### config.mk
export PLATFORM = sky130hd
export DESIGN_NAME = bounded_array_table_engine
export DESIGN_NICKNAME = d
export VERILOG_FILES = /design/src/rtl/core/bate_pkg.sv /design/src/rtl/core/bounded_array_table_engine.sv /design/src/rtl/core/bate_ram.sv /design/src/rtl/core/bate_divider.sv /design/src/rtl/core/bate_datapath.sv /design/src/rtl/core/bate_ctrl.sv
export SDC_FILE = /design/constraint.sdc
export NUM_CORES = 2
export LEC_CHECK = 0
export BUFFER_PORTS_ARGS = -buffer_cell sky130_fd_sc_hd__clkbuf_2
export CAP_MARGIN = 40
export CORE_MARGIN = 2
export CORE_UTILIZATION = 63
export DETAILED_ROUTE_END_ITERATION = 12
export PLACE_DENSITY = 0.78
export SYNTH_ARGS = -nofsm -noshare
export SYNTH_HDL_FRONTEND = slang
export SYNTH_SLANG_ARGS = --single-unit
### constraint.sdc
create_clock -name clock -period 5.8 [get_ports clock]
set_clock_uncertainty 0.05 [all_clocks]
set_input_delay 0.58 -clock clock [delete_from_list [all_inputs] [get_ports clock]]
set_output_delay 0.58 -clock clock [all_outputs]
set_load 0.01 [all_outputs]
### src/rtl/core/bate_pkg.sv
// ----------------------------------------------------------------------------
// bate_pkg
// Shared types and constants for the bounded array table engine: channel
// payloads, command and status codes, and the controller/datapath interface.
// ----------------------------------------------------------------------------
package bate_pkg;

   localparam int DEPTH_DEFAULT = 32;
   localparam int WORD_W        = 32;
   localparam int DIV_W         = 17;   // trial divisors stay below 2^16 + 1
   localparam int SQ_W          = 33;

   typedef enum logic [2:0] {
      CMD_CLEAR  = 3'd0,
      CMD_APPEND = 3'd1,
      CMD_LIST   = 3'd2,
      CMD_PRIMES = 3'd3,
      CMD_SORT   = 3'd4,
      CMD_DELETE = 3'd5,
      CMD_SEARCH = 3'd6
   } command_type;

   typedef enum logic [2:0] {
      STAT_OK       = 3'd0,
      STAT_FULL     = 3'd1,
      STAT_EMPTY    = 3'd2,
      STAT_BADINDEX = 3'd3,
      STAT_NOTFOUND = 3'd4
   } status_type;

   typedef struct packed {
      command_type        command;
      logic signed [31:0] value;
      logic [5:0]         index;
   } req_type;

   typedef struct packed {
      status_type         status;
      logic [4:0]         position;
      logic signed [31:0] element;
      logic [5:0]         element_count;
      logic               last;
   } rsp_type;

   typedef enum logic [2:0] {IOP_HOLD, IOP_ZERO, IOP_ONE, IOP_INDEX, IOP_INC} i_op_type;
   typedef enum logic [1:0] {JOP_HOLD, JOP_LOAD_I, JOP_DEC} j_op_type;
   typedef enum logic [1:0] {CNT_HOLD, CNT_ZERO, CNT_INC, CNT_DEC} count_op_type;
   typedef enum logic [1:0] {RA_I, RA_I_PLUS, RA_J_MINUS} raddr_sel_type;
   typedef enum logic [1:0] {WA_COUNT, WA_I, WA_J} waddr_sel_type;
   typedef enum logic [1:0] {WD_VALUE, WD_RDATA, WD_KEY} wdata_sel_type;
   typedef enum logic [1:0] {PEND_HOLD, PEND_CLEAR, PEND_LOAD} pend_op_type;
   typedef enum logic [3:0] {
      EM_NONE, EM_CLEAR, EM_APPEND, EM_LIST, EM_EMPTY, EM_SORTED,
      EM_BADINDEX, EM_DELETE, EM_PEND, EM_PEND_LAST, EM_NOTFOUND
   } emit_type;

   typedef struct packed {
      logic          load_req;
      i_op_type      i_op;
      j_op_type      j_op;
      logic          key_load;
      count_op_type  count_op;
      raddr_sel_type raddr_sel;
      logic          we;
      waddr_sel_type waddr_sel;
      wdata_sel_type wdata_sel;
      pend_op_type   pend_op;
      logic          prime_init;
      logic          prime_step;
      logic          div_start;
      emit_type      emit;
   } dp_cmd_type;

   typedef struct packed {
      command_type command;
      logic        out_free;
      logic        full;
      logic        empty;
      logic        bad_index;
      logic        i_below;
      logic        i_plus_below;
      logic        j_zero;
      logic        rd_less;
      logic        key_match;
      logic        key_small;
      logic        sq_above;
      logic        div_done;
      logic        rem_zero;
      logic        pend_valid;
   } dp_status_type;

endpackage

### src/rtl/core/bounded_array_table_engine.sv
// ----------------------------------------------------------------------------
// bounded_array_table_engine
// Bounded list of signed words driven by one command per request transfer.
// ----------------------------------------------------------------------------
// Requests arrive on req_valid/req_stall/req_data (command, value, index);
// results leave on rsp_valid/rsp_stall/rsp_data, with last set on the final
// result of each command. One command is worked on at a time: req_stall is
// high from the cycle after a transfer until that command has handed its
// final result to the output register.
// Clear and append act in the dispatch step; list, search, delete and sort
// walk the store element by element, each step bounded by the single read
// and single write port of the store.
// List primes runs trial division in a bit-serial remainder unit, once per
// trial divisor up to the square root of each element.
// Reset empties the list and drops any pending result. A stalled result
// holds in the output register and the sequencer waits on it.
// ----------------------------------------------------------------------------
module bounded_array_table_engine
   import bate_pkg::*;
#(
   parameter int DEPTH = DEPTH_DEFAULT
) (
   input  logic    clock,
   input  logic    reset,
   input  logic    req_valid,
   output logic    req_stall,
   input  req_type req_data,
   output logic    rsp_valid,
   input  logic    rsp_stall,
   output rsp_type rsp_data
);

   dp_cmd_type    dp_cmd;
   dp_status_type dp_status;

   bate_ctrl u_ctrl (
      .clock     (clock),
      .reset     (reset),
      .req_valid (req_valid),
      .req_stall (req_stall),
      .status    (dp_status),
      .cmd       (dp_cmd)
   );

   bate_datapath #(.DEPTH(DEPTH)) u_datapath (
      .clock     (clock),
      .reset     (reset),
      .req_data  (req_data),
      .cmd       (dp_cmd),
      .status    (dp_status),
      .rsp_valid (rsp_valid),
      .rsp_stall (rsp_stall),
      .rsp_data  (rsp_data)
   );

endmodule

### src/rtl/core/bate_ram.sv
// ----------------------------------------------------------------------------
// bate_ram
// Generic single-write, single-read RAM with registered read data.
// ----------------------------------------------------------------------------
module bate_ram #(
   parameter int WIDTH = 32,
   parameter int DEPTH = 32
) (
   input  logic                     clock,
   input  logic                     we,
   input  logic [$clog2(DEPTH)-1:0] waddr,
   input  logic [WIDTH-1:0]         wdata,
   input  logic [$clog2(DEPTH)-1:0] raddr,
   output logic [WIDTH-1:0]         rdata
);

   logic [WIDTH-1:0] mem [DEPTH];
   logic [WIDTH-1:0] rdata_ff;

   always_ff @(posedge clock) begin
      if (we) begin
         mem[waddr] <= wdata;
      end
      rdata_ff <= mem[raddr];
   end

   assign rdata = rdata_ff;

endmodule

### src/rtl/core/bate_divider.sv
// ----------------------------------------------------------------------------
// bate_divider
// Bit-serial restoring remainder unit: one dividend bit per cycle.
// ----------------------------------------------------------------------------
module bate_divider
   import bate_pkg::*;
(
   input  logic              clock,
   input  logic              reset,
   input  logic              start,
   input  logic [WORD_W-1:0] dividend,
   input  logic [DIV_W-1:0]  divisor,
   output logic              done,
   output logic              rem_zero
);

   localparam int NW = $clog2(WORD_W);

   logic              busy_ff, busy_in;
   logic              done_ff, done_in;
   logic [NW-1:0]     cnt_ff, cnt_in;
   logic [WORD_W-1:0] sh_ff, sh_in;
   logic [DIV_W-1:0]  rem_ff, rem_in;
   logic [DIV_W-1:0]  div_ff, div_in;
   logic [DIV_W:0]    trial;

   always_comb begin
      busy_in = busy_ff;
      done_in = 1'b0;
      cnt_in  = cnt_ff;
      sh_in   = sh_ff;
      rem_in  = rem_ff;
      div_in  = div_ff;
      trial   = {rem_ff, sh_ff[WORD_W-1]};
      if (start) begin
         busy_in = 1'b1;
         cnt_in  = NW'(WORD_W - 1);
         sh_in   = dividend;
         rem_in  = '0;
         div_in  = divisor;
      end else if (busy_ff) begin
         if (trial >= {1'b0, div_ff}) begin
            rem_in = DIV_W'(trial - {1'b0, div_ff});
         end else begin
            rem_in = DIV_W'(trial);
         end
         sh_in  = {sh_ff[WORD_W-2:0], 1'b0};
         cnt_in = cnt_ff - 1'b1;
         if (cnt_ff == '0) begin
            busy_in = 1'b0;
            done_in = 1'b1;
         end
      end
   end

   always_ff @(posedge clock) begin
      if (reset) begin
         busy_ff <= 1'b0;
         done_ff <= 1'b0;
      end else begin
         busy_ff <= busy_in;
         done_ff <= done_in;
      end
      cnt_ff <= cnt_in;
      sh_ff  <= sh_in;
      rem_ff <= rem_in;
      div_ff <= div_in;
   end

   assign done     = done_ff;
   assign rem_zero = (rem_ff == '0);

endmodule

### src/rtl/core/bate_datapath.sv
// ----------------------------------------------------------------------------
// bate_datapath
// Element store, loop indices, prime trial state and the result register.
// ----------------------------------------------------------------------------
module bate_datapath
   import bate_pkg::*;
#(
   parameter int DEPTH = DEPTH_DEFAULT
) (
   input  logic          clock,
   input  logic          reset,
   input  req_type       req_data,
   input  dp_cmd_type    cmd,
   output dp_status_type status,
   output logic          rsp_valid,
   input  logic          rsp_stall,
   output rsp_type       rsp_data
);

   localparam int AW = $clog2(DEPTH);
   localparam int CW = $clog2(DEPTH + 1);
   localparam int XW = (CW > 6) ? CW : 6;

   command_type        command_ff, command_in;
   logic signed [31:0] value_ff, value_in;
   logic [5:0]         index_ff, index_in;
   logic [CW-1:0]      count_ff, count_in;
   logic [CW-1:0]      i_ff, i_in;
   logic [CW-1:0]      j_ff, j_in;
   logic signed [31:0] key_ff, key_in;
   logic               pend_valid_ff, pend_valid_in;
   logic [4:0]         pend_pos_ff, pend_pos_in;
   logic signed [31:0] pend_elem_ff, pend_elem_in;
   logic [DIV_W-1:0]   d_ff, d_in;
   logic [SQ_W-1:0]    sq_ff, sq_in;
   logic               rsp_valid_ff, rsp_valid_in;
   rsp_type            rsp_ff, rsp_in;

   logic [AW-1:0]      raddr, waddr;
   logic [WORD_W-1:0]  wdata, rdata;
   logic               div_done, rem_zero;
   logic               out_free, full, i_plus_below;

   bate_ram #(.WIDTH(WORD_W), .DEPTH(DEPTH)) u_store (
      .clock (clock),
      .we    (cmd.we),
      .waddr (waddr),
      .wdata (wdata),
      .raddr (raddr),
      .rdata (rdata)
   );

   bate_divider u_divider (
      .clock    (clock),
      .reset    (reset),
      .start    (cmd.div_start),
      .dividend (key_ff),
      .divisor  (d_ff),
      .done     (div_done),
      .rem_zero (rem_zero)
   );

   assign out_free     = !rsp_valid_ff || !rsp_stall;
   assign full         = (count_ff >= CW'(DEPTH));
   assign i_plus_below = ({1'b0, i_ff} + 1'b1) < {1'b0, count_ff};

   always_comb begin
      unique case (cmd.raddr_sel)
         RA_I_PLUS:  raddr = AW'(i_ff + 1'b1);
         RA_J_MINUS: raddr = AW'(j_ff - 1'b1);
         default:    raddr = AW'(i_ff);
      endcase
      unique case (cmd.waddr_sel)
         WA_I:    waddr = AW'(i_ff);
         WA_J:    waddr = AW'(j_ff);
         default: waddr = AW'(count_ff);
      endcase
      unique case (cmd.wdata_sel)
         WD_RDATA: wdata = rdata;
         WD_KEY:   wdata = key_ff;
         default:  wdata = value_ff;
      endcase
   end

   always_comb begin
      command_in = command_ff;
      value_in   = value_ff;
      index_in   = index_ff;
      if (cmd.load_req) begin
         command_in = req_data.command;
         value_in   = req_data.value;
         index_in   = req_data.index;
      end

      unique case (cmd.i_op)
         IOP_ZERO:  i_in = '0;
         IOP_ONE:   i_in = CW'(1);
         IOP_INDEX: i_in = CW'(index_ff);
         IOP_INC:   i_in = i_ff + 1'b1;
         default:   i_in = i_ff;
      endcase

      unique case (cmd.j_op)
         JOP_LOAD_I: j_in = i_ff;
         JOP_DEC:    j_in = j_ff - 1'b1;
         default:    j_in = j_ff;
      endcase

      unique case (cmd.count_op)
         CNT_ZERO: count_in = '0;
         CNT_INC:  count_in = count_ff + 1'b1;
         CNT_DEC:  count_in = count_ff - 1'b1;
         default:  count_in = count_ff;
      endcase

      key_in = cmd.key_load ? $signed(rdata) : key_ff;

      pend_valid_in = pend_valid_ff;
      pend_pos_in   = pend_pos_ff;
      pend_elem_in  = pend_elem_ff;
      unique case (cmd.pend_op)
         PEND_CLEAR: pend_valid_in = 1'b0;
         PEND_LOAD: begin
            pend_valid_in = 1'b1;
            pend_pos_in   = 5'(i_ff);
            pend_elem_in  = key_ff;
         end
         default: ;
      endcase

      d_in  = d_ff;
      sq_in = sq_ff;
      if (cmd.prime_init) begin
         d_in  = DIV_W'(2);
         sq_in = SQ_W'(4);
      end else if (cmd.prime_step) begin
         d_in  = d_ff + 1'b1;
         sq_in = sq_ff + SQ_W'({d_ff, 1'b1});
      end
   end

   // result register; element_count shows the count after this command
   always_comb begin
      rsp_valid_in = rsp_valid_ff && rsp_stall;
      rsp_in       = rsp_ff;
      if (cmd.emit != EM_NONE) begin
         rsp_valid_in          = 1'b1;
         rsp_in.status         = STAT_OK;
         rsp_in.position       = '0;
         rsp_in.element        = '0;
         rsp_in.element_count  = 6'(count_in);
         rsp_in.last           = 1'b1;
         unique case (cmd.emit)
            EM_APPEND: begin
               rsp_in.element = value_ff;
               if (full) begin
                  rsp_in.status = STAT_FULL;
               end else begin
                  rsp_in.position = 5'(count_ff);
               end
            end
            EM_LIST: begin
               rsp_in.position = 5'(i_ff);
               rsp_in.element  = $signed(rdata);
               rsp_in.last     = !i_plus_below;
            end
            EM_EMPTY:    rsp_in.status = STAT_EMPTY;
            EM_BADINDEX: begin
               rsp_in.status   = STAT_BADINDEX;
               rsp_in.position = index_ff[4:0];
            end
            EM_DELETE: begin
               rsp_in.position = index_ff[4:0];
               rsp_in.element  = key_ff;
            end
            EM_PEND, EM_PEND_LAST: begin
               rsp_in.position = pend_pos_ff;
               rsp_in.element  = pend_elem_ff;
               rsp_in.last     = (cmd.emit == EM_PEND_LAST);
            end
            EM_NOTFOUND: begin
               rsp_in.status  = STAT_NOTFOUND;
               rsp_in.element = value_ff;
            end
            default: ;
         endcase
      end
   end

   always_ff @(posedge clock) begin
      if (reset) begin
         count_ff      <= '0;
         pend_valid_ff <= 1'b0;
         rsp_valid_ff  <= 1'b0;
      end else begin
         count_ff      <= count_in;
         pend_valid_ff <= pend_valid_in;
         rsp_valid_ff  <= rsp_valid_in;
      end
      command_ff   <= command_in;
      value_ff     <= value_in;
      index_ff     <= index_in;
      i_ff         <= i_in;
      j_ff         <= j_in;
      key_ff       <= key_in;
      pend_pos_ff  <= pend_pos_in;
      pend_elem_ff <= pend_elem_in;
      d_ff         <= d_in;
      sq_ff        <= sq_in;
      rsp_ff       <= rsp_in;
   end

   always_comb begin
      status.command      = command_ff;
      status.out_free     = out_free;
      status.full         = full;
      status.empty        = (count_ff == '0);
      status.bad_index    = XW'(index_ff) >= XW'(count_ff);
      status.i_below      = (i_ff < count_ff);
      status.i_plus_below = i_plus_below;
      status.j_zero       = (j_ff == '0);
      status.rd_less      = $signed(rdata) < key_ff;
      status.key_match    = (key_ff == value_ff);
      status.key_small    = (key_ff < 32'sd2);
      status.sq_above     = sq_ff > {1'b0, key_ff};
      status.div_done     = div_done;
      status.rem_zero     = rem_zero;
      status.pend_valid   = pend_valid_ff;
   end

   assign rsp_valid = rsp_valid_ff;
   assign rsp_data  = rsp_ff;

endmodule

### src/rtl/core/bate_ctrl.sv
// ----------------------------------------------------------------------------
// bate_ctrl
// Command sequencer: steps the datapath through each command's loops.
// ----------------------------------------------------------------------------
module bate_ctrl
   import bate_pkg::*;
(
   input  logic          clock,
   input  logic          reset,
   input  logic          req_valid,
   output logic          req_stall,
   input  dp_status_type status,
   output dp_cmd_type    cmd
);

   typedef enum logic [4:0] {
      S_IDLE, S_DISPATCH,
      S_LIST_RD, S_LIST_EMIT,
      S_SCAN_RD, S_SCAN_KEY, S_SCAN_TEST, S_PRIME_LOOP, S_PRIME_WAIT,
      S_SCAN_HIT, S_SCAN_END,
      S_SORT_NEXT, S_SORT_KEY, S_SORT_CMP_RD, S_SORT_CMP, S_SORT_DONE,
      S_DEL_RD, S_DEL_KEY, S_DEL_SHIFT, S_DEL_MOVE, S_DEL_DONE
   } state_type;

   state_type state_ff, state_in;

   always_comb begin
      state_in = state_ff;
      cmd      = '0;
      unique case (state_ff)
         S_IDLE: begin
            cmd.load_req = req_valid;
            if (req_valid) begin
               state_in = S_DISPATCH;
            end
         end
         S_DISPATCH: begin
            unique case (status.command)
               CMD_CLEAR: begin
                  if (status.out_free) begin
                     cmd.count_op = CNT_ZERO;
                     cmd.emit     = EM_CLEAR;
                     state_in     = S_IDLE;
                  end
               end
               CMD_APPEND: begin
                  if (status.out_free) begin
                     cmd.emit = EM_APPEND;
                     if (!status.full) begin
                        cmd.we        = 1'b1;
                        cmd.waddr_sel = WA_COUNT;
                        cmd.wdata_sel = WD_VALUE;
                        cmd.count_op  = CNT_INC;
                     end
                     state_in = S_IDLE;
                  end
               end
               CMD_LIST: begin
                  if (!status.empty) begin
                     cmd.i_op = IOP_ZERO;
                     state_in = S_LIST_RD;
                  end else if (status.out_free) begin
                     cmd.emit = EM_EMPTY;
                     state_in = S_IDLE;
                  end
               end
               CMD_PRIMES, CMD_SEARCH: begin
                  cmd.i_op    = IOP_ZERO;
                  cmd.pend_op = PEND_CLEAR;
                  state_in    = S_SCAN_RD;
               end
               CMD_SORT: begin
                  cmd.i_op = IOP_ONE;
                  state_in = S_SORT_NEXT;
               end
               CMD_DELETE: begin
                  if (!status.bad_index) begin
                     cmd.i_op = IOP_INDEX;
                     state_in = S_DEL_RD;
                  end else if (status.out_free) begin
                     cmd.emit = EM_BADINDEX;
                     state_in = S_IDLE;
                  end
               end
               default: state_in = S_IDLE;   // unused code: drop
            endcase
         end

         S_LIST_RD: state_in = S_LIST_EMIT;
         S_LIST_EMIT: begin
            if (status.out_free) begin
               cmd.emit = EM_LIST;
               if (status.i_plus_below) begin
                  cmd.i_op = IOP_INC;
                  state_in = S_LIST_RD;
               end else begin
                  state_in = S_IDLE;
               end
            end
         end

         S_SCAN_RD: state_in = status.i_below ? S_SCAN_KEY : S_SCAN_END;
         S_SCAN_KEY: begin
            cmd.key_load = 1'b1;
            state_in     = S_SCAN_TEST;
         end
         S_SCAN_TEST: begin
            if (status.command == CMD_SEARCH) begin
               if (status.key_match) begin
                  state_in = S_SCAN_HIT;
               end else begin
                  cmd.i_op = IOP_INC;
                  state_in = S_SCAN_RD;
               end
            end else if (status.key_small) begin
               cmd.i_op = IOP_INC;
               state_in = S_SCAN_RD;
            end else begin
               cmd.prime_init = 1'b1;
               state_in       = S_PRIME_LOOP;
            end
         end
         S_PRIME_LOOP: begin
            if (status.sq_above) begin
               state_in = S_SCAN_HIT;
            end else begin
               cmd.div_start = 1'b1;
               state_in      = S_PRIME_WAIT;
            end
         end
         S_PRIME_WAIT: begin
            if (status.div_done) begin
               if (status.rem_zero) begin
                  cmd.i_op = IOP_INC;
                  state_in = S_SCAN_RD;
               end else begin
                  cmd.prime_step = 1'b1;
                  state_in       = S_PRIME_LOOP;
               end
            end
         end
         // hold one hit back so the final one can carry the last marker
         S_SCAN_HIT: begin
            if (!status.pend_valid || status.out_free) begin
               if (status.pend_valid) begin
                  cmd.emit = EM_PEND;
               end
               cmd.pend_op = PEND_LOAD;
               cmd.i_op    = IOP_INC;
               state_in    = S_SCAN_RD;
            end
         end
         S_SCAN_END: begin
            if (status.out_free) begin
               if (status.pend_valid) begin
                  cmd.emit = EM_PEND_LAST;
               end else if (status.command == CMD_SEARCH) begin
                  cmd.emit = EM_NOTFOUND;
               end else begin
                  cmd.emit = EM_EMPTY;
               end
               state_in = S_IDLE;
            end
         end

         S_SORT_NEXT: state_in = status.i_below ? S_SORT_KEY : S_SORT_DONE;
         S_SORT_KEY: begin
            cmd.key_load = 1'b1;
            cmd.j_op     = JOP_LOAD_I;
            state_in     = S_SORT_CMP_RD;
         end
         S_SORT_CMP_RD: begin
            cmd.raddr_sel = RA_J_MINUS;
            if (status.j_zero) begin
               cmd.we        = 1'b1;
               cmd.waddr_sel = WA_J;
               cmd.wdata_sel = WD_KEY;
               cmd.i_op      = IOP_INC;
               state_in      = S_SORT_NEXT;
            end else begin
               state_in = S_SORT_CMP;
            end
         end
         S_SORT_CMP: begin
            cmd.raddr_sel = RA_J_MINUS;
            cmd.we        = 1'b1;
            cmd.waddr_sel = WA_J;
            if (status.rd_less) begin
               cmd.wdata_sel = WD_RDATA;
               cmd.j_op      = JOP_DEC;
               state_in      = S_SORT_CMP_RD;
            end else begin
               cmd.wdata_sel = WD_KEY;
               cmd.i_op      = IOP_INC;
               state_in      = S_SORT_NEXT;
            end
         end
         S_SORT_DONE: begin
            if (status.out_free) begin
               cmd.emit = EM_SORTED;
               state_in = S_IDLE;
            end
         end

         S_DEL_RD: state_in = S_DEL_KEY;
         S_DEL_KEY: begin
            cmd.key_load = 1'b1;
            state_in     = S_DEL_SHIFT;
         end
         S_DEL_SHIFT: begin
            cmd.raddr_sel = RA_I_PLUS;
            state_in      = status.i_plus_below ? S_DEL_MOVE : S_DEL_DONE;
         end
         S_DEL_MOVE: begin
            cmd.we        = 1'b1;
            cmd.waddr_sel = WA_I;
            cmd.wdata_sel = WD_RDATA;
            cmd.i_op      = IOP_INC;
            state_in      = S_DEL_SHIFT;
         end
         S_DEL_DONE: begin
            if (status.out_free) begin
               cmd.count_op = CNT_DEC;
               cmd.emit     = EM_DELETE;
               state_in     = S_IDLE;
            end
         end
         default: state_in = S_IDLE;
      endcase
   end

   always_ff @(posedge clock) begin
      if (reset) begin
         state_ff <= S_IDLE;
      end else begin
         state_ff <= state_in;
      end
   end

   assign req_stall = (state_ff != S_IDLE);

endmodule

==> metrics.log <==
INFO  metric run_status = finished, final reports clean
INFO  metric drt_wl_total = 158.1 mm
INFO  metric timing.hold.ws = 0.3293 ns
INFO  metric post-route-drc-count = 0
INFO  metric multiInputGateArea = ~18000 µm²
INFO  metric layout-area-overhead-vs-synth = 14.14%
INFO  metric critical_path.top_delay_family = simple AND/OR/NAND/NOR gates
INFO  metric synth.lib_cells_used.distinct = 88
INFO  metric cts_root_buf = clkbuf_16
INFO  metric vdd_drop_max = 0.3253 mV
INFO  metric instances_no_fill = ~5100
INFO  metric portBuffers = 93
INFO  metric grt_antenna_before_repair = 5
INFO  metric place_inst = approximately 4800
INFO  metric regArea = around 40000 µm²
INFO  metric start_util = between 60 and 70%
INFO  metric worst_path_cell_trace = inv_1, ha_1, nor3b_1, nor3b_1, a21oi_1, nor2_1, inv_1, ha_1, nor2_1, a21oi_1, nand2_1, nor2_4, buf_4
INFO  metric synth-seq-area-share = approximately two thirds
INFO  metric synth_edf_count = 1242
INFO  metric place_hpwl = 92.83 mm
INFO  metric worst_setup_path_end_kind = flip-flop
INFO  metric crit_cells = 13
INFO  metric synth_cells = between 3000 and 4000
INFO  metric max_cap_viol_count = 0
INFO  metric final.min_clock_period = 5.148 ns
INFO  metric fin_total_pwr = approximately 0.027 W
INFO  metric synth_warnings = 0
INFO  metric ios = 94
INFO  metric reg2reg_setup_slack = 0.65 ns
INFO  metric transition_time_of_the_tightest_slew_check_pin = approximately 1 ns
INFO  metric cell_count_of_the_worst_reg_to_reg_path = 13
INFO  metric crit_path_end = u_datapath.u_store.mem[29][19]$_DFFE_PP_
INFO  metric grtUsageTotal = 33.93%
INFO  metric cp_data_arrival_time = roughly 5.5 ns
INFO  metric worst_ep_required_time = 6.18 ns
INFO  metric synth_flop_cell = edfxtp_1
INFO  metric worst_hold_path_type = in -> reg
INFO  metric grt_first_pass_wirelength = 232.2 mm
INFO  metric mostFrequentLayoutCell = edfxtp_1
INFO  metric timing.final.setup_violations = 0
INFO  metric fillers = ~5400
INFO  metric pin_count_of_the_biggest_net_entering_global_routing = 85
INFO  metric drt_pass1_iterations = 6
INFO  metric launching_instance_or_port_of_the_critical_path = u_datapath.j_ff[0]$_DFFE_PP_
INFO  metric worstSkewPairLatency = roughly 0.76 ns
INFO  metric grt_setup_unrepaired = no
INFO  metric critical_path.startpoint_type = flip-flop
INFO  metric post_drt_via_cell_ratio = 6.953
INFO  metric finalWeightedCongestion = 1.002
INFO  metric std_cell_rows = 111
INFO  metric num-nets-final = ~3900
INFO  metric postSynthAreaPerCell = ~16 µm²
INFO  metric netlist_area = ~58000 µm²
INFO  metric max_slew_margin = 33.54%
INFO  metric finalHoldViolations = 0
INFO  metric fp.dieW = between 300 and 400 µm
INFO  metric grt.overflow.total = 0
INFO  metric rr_endpoint = u_datapath.u_store.mem[29][19]$_DFFE_PP_
INFO  metric grt_pass1_vias = 35024
INFO  metric drt.antenna.violating_nets = 0
INFO  metric drt_iter0_markers = 5241
INFO  metric chipHeight = between 300 and 400 µm
INFO  metric tritoncts = done
INFO  metric worstPathBufferInverterCount = 3
INFO  metric power-per-cell-area = about 410 nW/µm²
INFO  metric mappedNetlistNets = 3713
INFO  metric fmaxAchievable = 194.3 MHz
INFO  metric design.core.area = 91390 µm²
INFO  metric drive_gt1_share = 21.87%
INFO  metric peak_fanout_along_the_critical_path = 16
INFO  metric post-route-period-util = between 80% and 90%
INFO  metric leakage = 22.49 nW
INFO  metric cts_buffer_depth = 3
INFO  metric ffs_latches_synth = approximately 1400
INFO  metric cts_sinks = 1361
INFO  metric cp_slowest_stage_delay = 0.81 ns
INFO  metric top_library_cells_by_usage_in_the_layout_fill_and_taps_aside = edfxtp_1, mux4_2, nand2_1
INFO  metric htree_num_levels = 4
INFO  metric path_clk_slew = 0.06 ns
INFO  metric via_count = 35217
INFO  metric synth_async_sr_flop_share = 0%
INFO  metric cts_buffers = 138
INFO  metric area_of_the_die = 94350 µm²
INFO  metric timing_worst_setup_path_type = reg -> reg
INFO  metric timing.setup.tns = 0 ns
INFO  metric crit_path_top_delay_cell = nor2_4
INFO  metric wl_per_cell = approximately 31 µm
INFO  metric number_of_slew_limit_violations_in_the_final_report = 0
INFO  metric regToRegStartpoint = u_datapath.j_ff[0]$_DFFE_PP_
[state kept, by name (all words and copies together), names as in the netlist, 5 cells and up]
name                         flops
u_datapath.pend_elem_ff         32
u_datapath.j_ff                  6
u_datapath.u_divider.rem_ff     17
u_datapath.key_ff               32
u_datapath.u_divider.cnt_ff      5
u_datapath.index_ff              6
u_datapath.count_ff              6
u_datapath.u_divider.sh_ff      32
u_datapath.d_ff                 17
u_datapath.value_ff             32
u_datapath.u_store.mem        1024
u_datapath.pend_pos_ff           5
u_datapath.rsp_data             47
u_datapath.i_ff                  6
u_datapath.u_divider.div_ff     17
u_datapath.u_store.rdata        32
u_datapath.sq_ff                33
u_ctrl.state_ff                  5
[repair_timing]
item                                   4_1_cts  5_1_grt
resized for setup                            0        0
hold buffers                                41        0
endpoints found under the hold margin       41        0
buffers inserted                             0        0
[Yosys cell counts (66+ instances only)]
master,number,area (µm²)
dfxtp_1,119,2382
inv_1,94,352.8
ha_1,129,1614
mux2i_1,86,860.8
nor2_1,151,566.8
nor2b_1,83,519.3
a211oi_1,88,660.6
mux4_2,256,5766
edfxtp_1,1242,37300
a21oi_1,151,755.7
clkbuf_1,95,356.6
o21ai_0,101,505.5
mux2_2,66,743.2
nand2_1,227,852.1
[stage by stage]
step	setup slack [ns]	utilization, %	instance area, µm²
5_1_grt	0.4084	72.32	66090
2_1_floorplan	1.009	-	57900
3_5_place_dp	0.8601	67.06	61280
3_3_place_gp	0.6697	66.50	60770
6_report	0.6524	72.32	66090
4_1_cts	0.7730	72.32	66090
[cell type report]
type	count	area share (%)
Antenna cell	1	0.003786
Clock buffer	184	5.611
Clock inverter	62	1.041
Inverter	94	0.5338
Multi-Input combinational cell	1904	26.57
Sequential cell	1361	60.03
Tap cell	1186	2.245
Timing Repair Buffer	273	3.966
[per-layer routing]
layer	vias to the layer above	track usage [%]	share of wire, %	routed length (µm)
li1	14574	-	-	-
met1	17654	44.98	36	56890
met2	2514	53.53	48	75280
met3	465	8.423	11	17890
met4	10	15.97	5.1	7997
met5	-	0	0.036	57
[power breakdown]
part	internal [W]	switching [W]	total (W)	leakage, nW
clock	0.00494	0.00377	0.00872	2.12
sequential	0.0118	0.000603	0.0124	12.2
combinational	0.00224	0.00343	0.00567	8.21
[worst min path at each step]
stage / from / cells after the start / slack, ns / to
finish: reset / 2 / 0.33 / u_ctrl.state_ff[4]$_SDFFE_PP0P_
global route: reset / 2 / 0.32 / u_datapath.pend_valid_ff$_SDFFE_PP0P_
CTS: reset / 2 / 0.28 / u_datapath.count_ff[5]$_SDFF_PP0_
detailed placement: u_datapath.u_divider.cnt_ff[4]$_SDFFE_PP1P_ / 2 / 0.44 / u_datapath.u_divider.cnt_ff[4]$_SDFFE_PP1P_
global placement: u_datapath.u_divider.cnt_ff[4]$_SDFFE_PP1P_ / 2 / 0.42 / u_datapath.u_divider.cnt_ff[4]$_SDFFE_PP1P_
floorplan: u_datapath.i_ff[0]$_DFFE_PP_ / 0 / 0.40 / u_datapath.pend_pos_ff[0]$_DFFE_PP_
[kinds of logic (layout without fill, tap and decap cells)]
family | count (synthesis) | after routing | synth area share (%)
mux | 408 | 408 | 12.73
other cells | 0 | 1 | 0
fa+ha+maj | 132 | 132 | 2.891
flops | 1361 | 1361 | 68.52
buf+inv | 271 | 613 | 1.943
xor+xnor | 84 | 84 | 1.271
simple gates | 716 | 716 | 6.137
compound gates | 564 | 564 | 6.508
[worst register-to-register path, cell delays in order (launching register included)]
cell and delay (ns):
edfxtp_1 0.44, inv_1 0.11, ha_1 0.19, nor3b_1 0.30, nor3b_1 0.55, a21oi_1 0.15
nor2_1 0.27, inv_1 0.08, ha_1 0.49, nor2_1 0.09, a21oi_1 0.36, nand2_1 0.62
nor2_4 0.81, buf_4 0.34
Power figures use the tool's default switching activity.
